**src/rtl/shp_pkg.sv**
```systemverilog
// ============================================================================
// shp_pkg
// Shared types and constants for the 3x3 RGB sharpen block.
// ============================================================================
`default_nettype none

package shp_pkg;

  // Line store depth and derived widths
  localparam int MAX_COLUMNS = 1024;
  localparam int COL_W       = $clog2(MAX_COLUMNS);      // column index
  localparam int COLS_W      = $clog2(MAX_COLUMNS + 1);  // column count 1..MAX

  // Fixed field widths
  localparam int CHAN_W          = 8;
  localparam int OUT_COLUMN_W    = 10;
  localparam int ROW_W           = 16;
  localparam int REGION_COLS_W   = 11;
  localparam int REGION_ROWS_W   = 16;
  localparam int CFG_INDEX_W     = 2;
  localparam int CFG_DATA_W      = 16;

  // Register indexes
  localparam logic [CFG_INDEX_W-1:0] CFG_REGION_COLUMNS = 2'd0;
  localparam logic [CFG_INDEX_W-1:0] CFG_REGION_ROWS    = 2'd1;

  // Result queue
  localparam int PUSH_SLOTS = 3;
  localparam int RQ_DEPTH   = 8;
  localparam int RQ_PTR_W   = $clog2(RQ_DEPTH);
  localparam int RQ_CNT_W   = $clog2(RQ_DEPTH + 1);

  typedef struct packed {
    logic [CHAN_W-1:0] red;
    logic [CHAN_W-1:0] green;
    logic [CHAN_W-1:0] blue;
  } pixel_t;

  typedef struct packed {
    logic [CHAN_W-1:0] red_in;
    logic [CHAN_W-1:0] green_in;
    logic [CHAN_W-1:0] blue_in;
  } pixel_in_t;

  typedef struct packed {
    logic [OUT_COLUMN_W-1:0] out_column;
    logic [ROW_W-1:0]        out_row;
    logic [CHAN_W-1:0]       red_out;
    logic [CHAN_W-1:0]       green_out;
    logic [CHAN_W-1:0]       blue_out;
    logic                    region_done;
  } result_t;

endpackage

`default_nettype wire

```
**src/rtl/shp_window.sv**
```systemverilog
// ============================================================================
// shp_window
// 3x3 window columns and the per-channel sharpen kernel with saturation.
// ============================================================================
`default_nettype none

module shp_window (
  input  logic            clk,
  input  logic            shift_en,
  input  shp_pkg::pixel_t top,
  input  shp_pkg::pixel_t mid,
  input  shp_pkg::pixel_t px,
  output shp_pkg::pixel_t sharp
);
  import shp_pkg::*;

  // col_a: leftmost column after the shift, col_b: center column
  pixel_t col_a [3];
  pixel_t col_b [3];

  function automatic logic [CHAN_W-1:0] sharpen_channel(
    input logic [CHAN_W-1:0]        center,
    input logic [7:0][CHAN_W-1:0]   nb
  );
    logic [11:0]        c9;
    logic [10:0]        sum;
    logic signed [12:0] acc;
    logic [CHAN_W-1:0]  res;
    c9  = {1'b0, center, 3'b000} + {4'b0000, center};
    sum = '0;
    for (int i = 0; i < 8; i++) begin
      sum = sum + {3'b000, nb[i]};
    end
    acc = $signed({1'b0, c9}) - $signed({2'b00, sum});
    if (acc < 13'sd0) begin
      res = '0;
    end else if (acc > 13'sd255) begin
      res = '1;
    end else begin
      res = acc[CHAN_W-1:0];
    end
    return res;
  endfunction

  always_ff @(posedge clk) begin
    if (shift_en) begin
      col_a    <= col_b;
      col_b[0] <= top;
      col_b[1] <= mid;
      col_b[2] <= px;
    end
  end

  // Kernel sees the window after this item's shift
  always_comb begin
    sharp.red = sharpen_channel(col_b[1].red,
      {col_a[0].red, col_a[1].red, col_a[2].red, col_b[0].red,
       col_b[2].red, top.red, mid.red, px.red});
    sharp.green = sharpen_channel(col_b[1].green,
      {col_a[0].green, col_a[1].green, col_a[2].green, col_b[0].green,
       col_b[2].green, top.green, mid.green, px.green});
    sharp.blue = sharpen_channel(col_b[1].blue,
      {col_a[0].blue, col_a[1].blue, col_a[2].blue, col_b[0].blue,
       col_b[2].blue, top.blue, mid.blue, px.blue});
  end

endmodule

`default_nettype wire

```
**config.mk**
```make
export PLATFORM = sky130hd
export DESIGN_NAME = shp_window
export DESIGN_NICKNAME = d
export VERILOG_FILES = /design/src/rtl/shp_pkg.sv /design/src/rtl/shp_window.sv
export SDC_FILE = /design/constraint.sdc
export NUM_CORES = 1
export LEC_CHECK = 0
export BUFFER_PORTS_ARGS = -buffer_cell sky130_fd_sc_hd__buf_2
export CAP_MARGIN = 15
export CORE_UTILIZATION = 65
export CTS_CLUSTER_DIAMETER = 120
export DETAILED_ROUTE_END_ITERATION = 10
export PLACE_DENSITY = 0.93
export SETUP_SLACK_MARGIN = 0.15
export SLEW_MARGIN = 0
export SYNTH_ARGS = -nofsm -noshare
export SYNTH_HDL_FRONTEND = slang
export SYNTH_SLANG_ARGS = --single-unit
```
**constraint.sdc**
```tcl
create_clock -name clk -period 11.35 [get_ports clk]
set_input_delay 2.27 -clock clk [delete_from_list [all_inputs] [get_ports clk]]
set_output_delay 2.27 -clock clk [all_outputs]
set_load 0.05 [all_outputs]
```
==> metrics.md <==
| Metric | Value |
|---|---|
| Hold EP | `col_a[61]` |
| Initial Util | `67.6%` |
| Arrival time at the worst endpoint | `7.53 ns` |
| Setup violators final | `0` |
| Cell count after synthesis | `883` |
| IO Pins | `98` |
| Hold Path Depth | `0` |
| Crit path time final | `9.80 ns` |
| GP Congestion | `0.870` |
| Reg-to-reg endpoint | `col_a[32]` |
| Worst-path maximum fanout | `8` |
| Post-CTS Setup Bufs | `0` |
| Worst hold-check path type | `reg -> reg` |
| Clk slew on worst S/H paths | `0.06 ns` |
| TritonCTS clock tree | `built` |
| Site Rows | `47` |
| Die H | `134 um` |
| Synthesized flop and latch total | `144` |
| First-pass DRT Iterations | `5` |
| Synthesized area | `0.0114 mm^2` |
| Post-synth net total | `1212` |
| CTS Buf Count | `17` |
| Register-to-Register Path Depth | `0` |
| CP Capture Type | `output port` |
| First-pass GRT wire length | `35.5 mm` |
| Max Clk Rate | `0.102 GHz` |
| Vias in the first global route | `7263` |
| Post-route DRC | `0` |
| Final hold vios | `0` |
| Reg2reg setup slack | `10.44 ns` |
| Detailed-route wire length per cell | `17.5 um` |
| Routed Antenna Nets | `0` |
| Hold_sp | `col_b[61]` |
| I/O Buffers | `97` |
| CTS Root Cell | `clkbuf_16` |
| Syn avg cell area | `12.9 um^2` |
| CTS resizes | `0` |
| Async SR Flop Fraction | `0%` |
| Initial antenna violation count | `2` |
| Max-cap viol count | `0` |
| P&R area growth vs syn | `11.8%` |
| Pins Over Slew Limit | `0` |
| Register area share after synthesis | `38.0%` |
| Clk sinks | `144` |
| Status | `completed` |
| Vias per cell | `5.41` |
| RSZ-0062 raised after global routing | `no` |
| Worst reg2reg path startpoint | `col_b[32]` |
| Number of synthesized flops with an enable pin | `144` |
| Setup TNS | `0 ns` |
| Total grt overflow | `0` |
| Worst-case clock skew | `0.00977 ns` |
| Hold buffers post-CTS | `0` |
| Largest net degree at the start of global routing | `76` |
| Yosys warns | `0` |
| Most common flop cell mapped by yosys | `edfxtp_1` |
| Layout cells sized above 1 | `13.9%` |
| Die W | `134 um` |
| Via count | `6667` |
| CP Data Required Time | `9.08 ns` |
| Worst Setup Path Type | `in -> out` |
| Worst-case clock buffer depth | `2` |
| Final Cycle Share | `86.3%` |
| Relative slew slack | `36.2%` |
| Clk_lat worst skew | `0.42 ns` |
| Iter 0 DRT Violations | `391` |
| Core area | `0.0168 mm^2` |
| Nets | `1327` |
| Final WL | `21.5 mm` |
| Die Area | `0.0180 mm^2` |
| Cell variety after synth | `48` |
| Actual slew at the worst max-slew pin | `0.957 ns` |
| DP HPWL | `16.7 mm` |
| Critical Path Source Type | `input port` |
| GRT Util Overall | `26.5%` |
| H-tree levels | `4` |
| Layout filler cell count | `1049` |
Yosys cell counts (all sizes together), types with 3 or more instances:
library cell	n	area, um^2
fa	186	3720
a221oi	5	67.6
a211oi	3	22.5
o211ai	3	22.5
nand2	15	56.3
and2	3	18.8
edfxtp	144	4320
mux2i	3	30.0
a31oi	10	62.6
o21ai	15	75.1
o21a	10	75.1
a21o	13	98.9
a21oi	40	200
nor2	12	45.0
xor2	10	87.6
mux2	3	33.8
xnor2	22	193
and3	3	23.8
nand3	4	20.0
nand4	6	37.5
inv	273	1020
ha	69	863
cells in the final DEF, fill, tap and decap left out, drive strengths merged, types with 12 or more instances in the layout:
| cell type | n |
|---|---|
| edfxtp | 144 |
| o21ai | 15 |
| buf | 98 |
| a21o | 13 |
| a21oi | 40 |
| inv | 282 |
| ha | 69 |
| fa | 186 |
| nor2 | 12 |
| clkbuf | 18 |
| nand2 | 15 |
| xnor2 | 22 |
state kept, by name, summed over array words and instances (netlist names):
signal / flops
col_a: 72
col_b: 72
metrics by stage:
| step | std cells | cell area (um^2) | setup WS, ns | utilization [%] | hold WS (ns) |
|---|---|---|---|---|---|
| 2_1_floorplan | 883 | 11400 | 2.08 | - | 0.426 |
| 3_3_place_gp | 1198 | 12100 | 1.92 | 72.1 | 0.429 |
| 3_5_place_dp | 1198 | 12100 | 1.62 | 72.1 | 0.437 |
| 4_1_cts | 1230 | 12700 | 1.56 | 75.5 | 0.453 |
| 5_1_grt | 1233 | 12700 | 1.32 | 75.6 | 0.462 |
| 6_report | 1233 | 12700 | 1.55 | 75.6 | 0.453 |
cell type report:
class / count / area (um^2) / share of cell area [%]
clock buffer: 17 / 425 / 3.35
clock inverter: 15 / 145 / 1.14
inverter: 273 / 1020 / 8.06
sequential: 144 / 4320 / 34.0
multi-input combinational: 463 / 6010 / 47.3
timing repair buffer: 99 / 504 / 3.97
tap: 220 / 275 / 2.17
antenna: 2 / 5.00 / 0.0394
logic make-up after synthesis:
group,after synthesis,synth area share [%]
buf+inv,276,9.12
fa+ha+maj,255,40.4
flops,144,38.0
compound gates,114,6.55
simple gates,56,2.91
xor+xnor,32,2.47
mux,6,0.561
worst max-delay path, cell delays in order:
cell and delay, ns:
buf_2 0.08, inv_1 0.05, fa_1 0.56, fa_1 0.45
fa_1 0.52, fa_1 0.50, inv_1 0.06, fa_1 0.51
inv_1 0.05, ha_1 0.33, nand2_1 0.09, o31ai_1 0.64
o221ai_1 0.32, nor4_4 0.65, a21oi_1 0.19, buf_2 0.26
layer usage:
| metal | vias to the layer above | wire length [um] | track usage (%) |
|---|---|---|---|
| li1 | 3040 | - | - |
| met1 | 3338 | 8590 | 33.9 |
| met2 | 222 | 11100 | 44.6 |
| met3 | 67 | 967 | 4.38 |
| met4 | 0 | 847 | 12.4 |
| met5 | - | 0 | 0 |
worst max path at each step:
stage,from,endpoint,slack (ns),cells past startpoint
finish,px[20],sharp[19],1.55,16
global route,px[22],sharp[19],1.32,19
CTS,px[22],sharp[19],1.56,18
detailed placement,px[22],sharp[19],1.62,18
global placement,px[19],sharp[21],1.92,17
floorplan,px[20],sharp[18],2.08,15
Power is not shown: default switching activity piles up to over one toggle a cycle in this logic, so the estimate is an artifact.
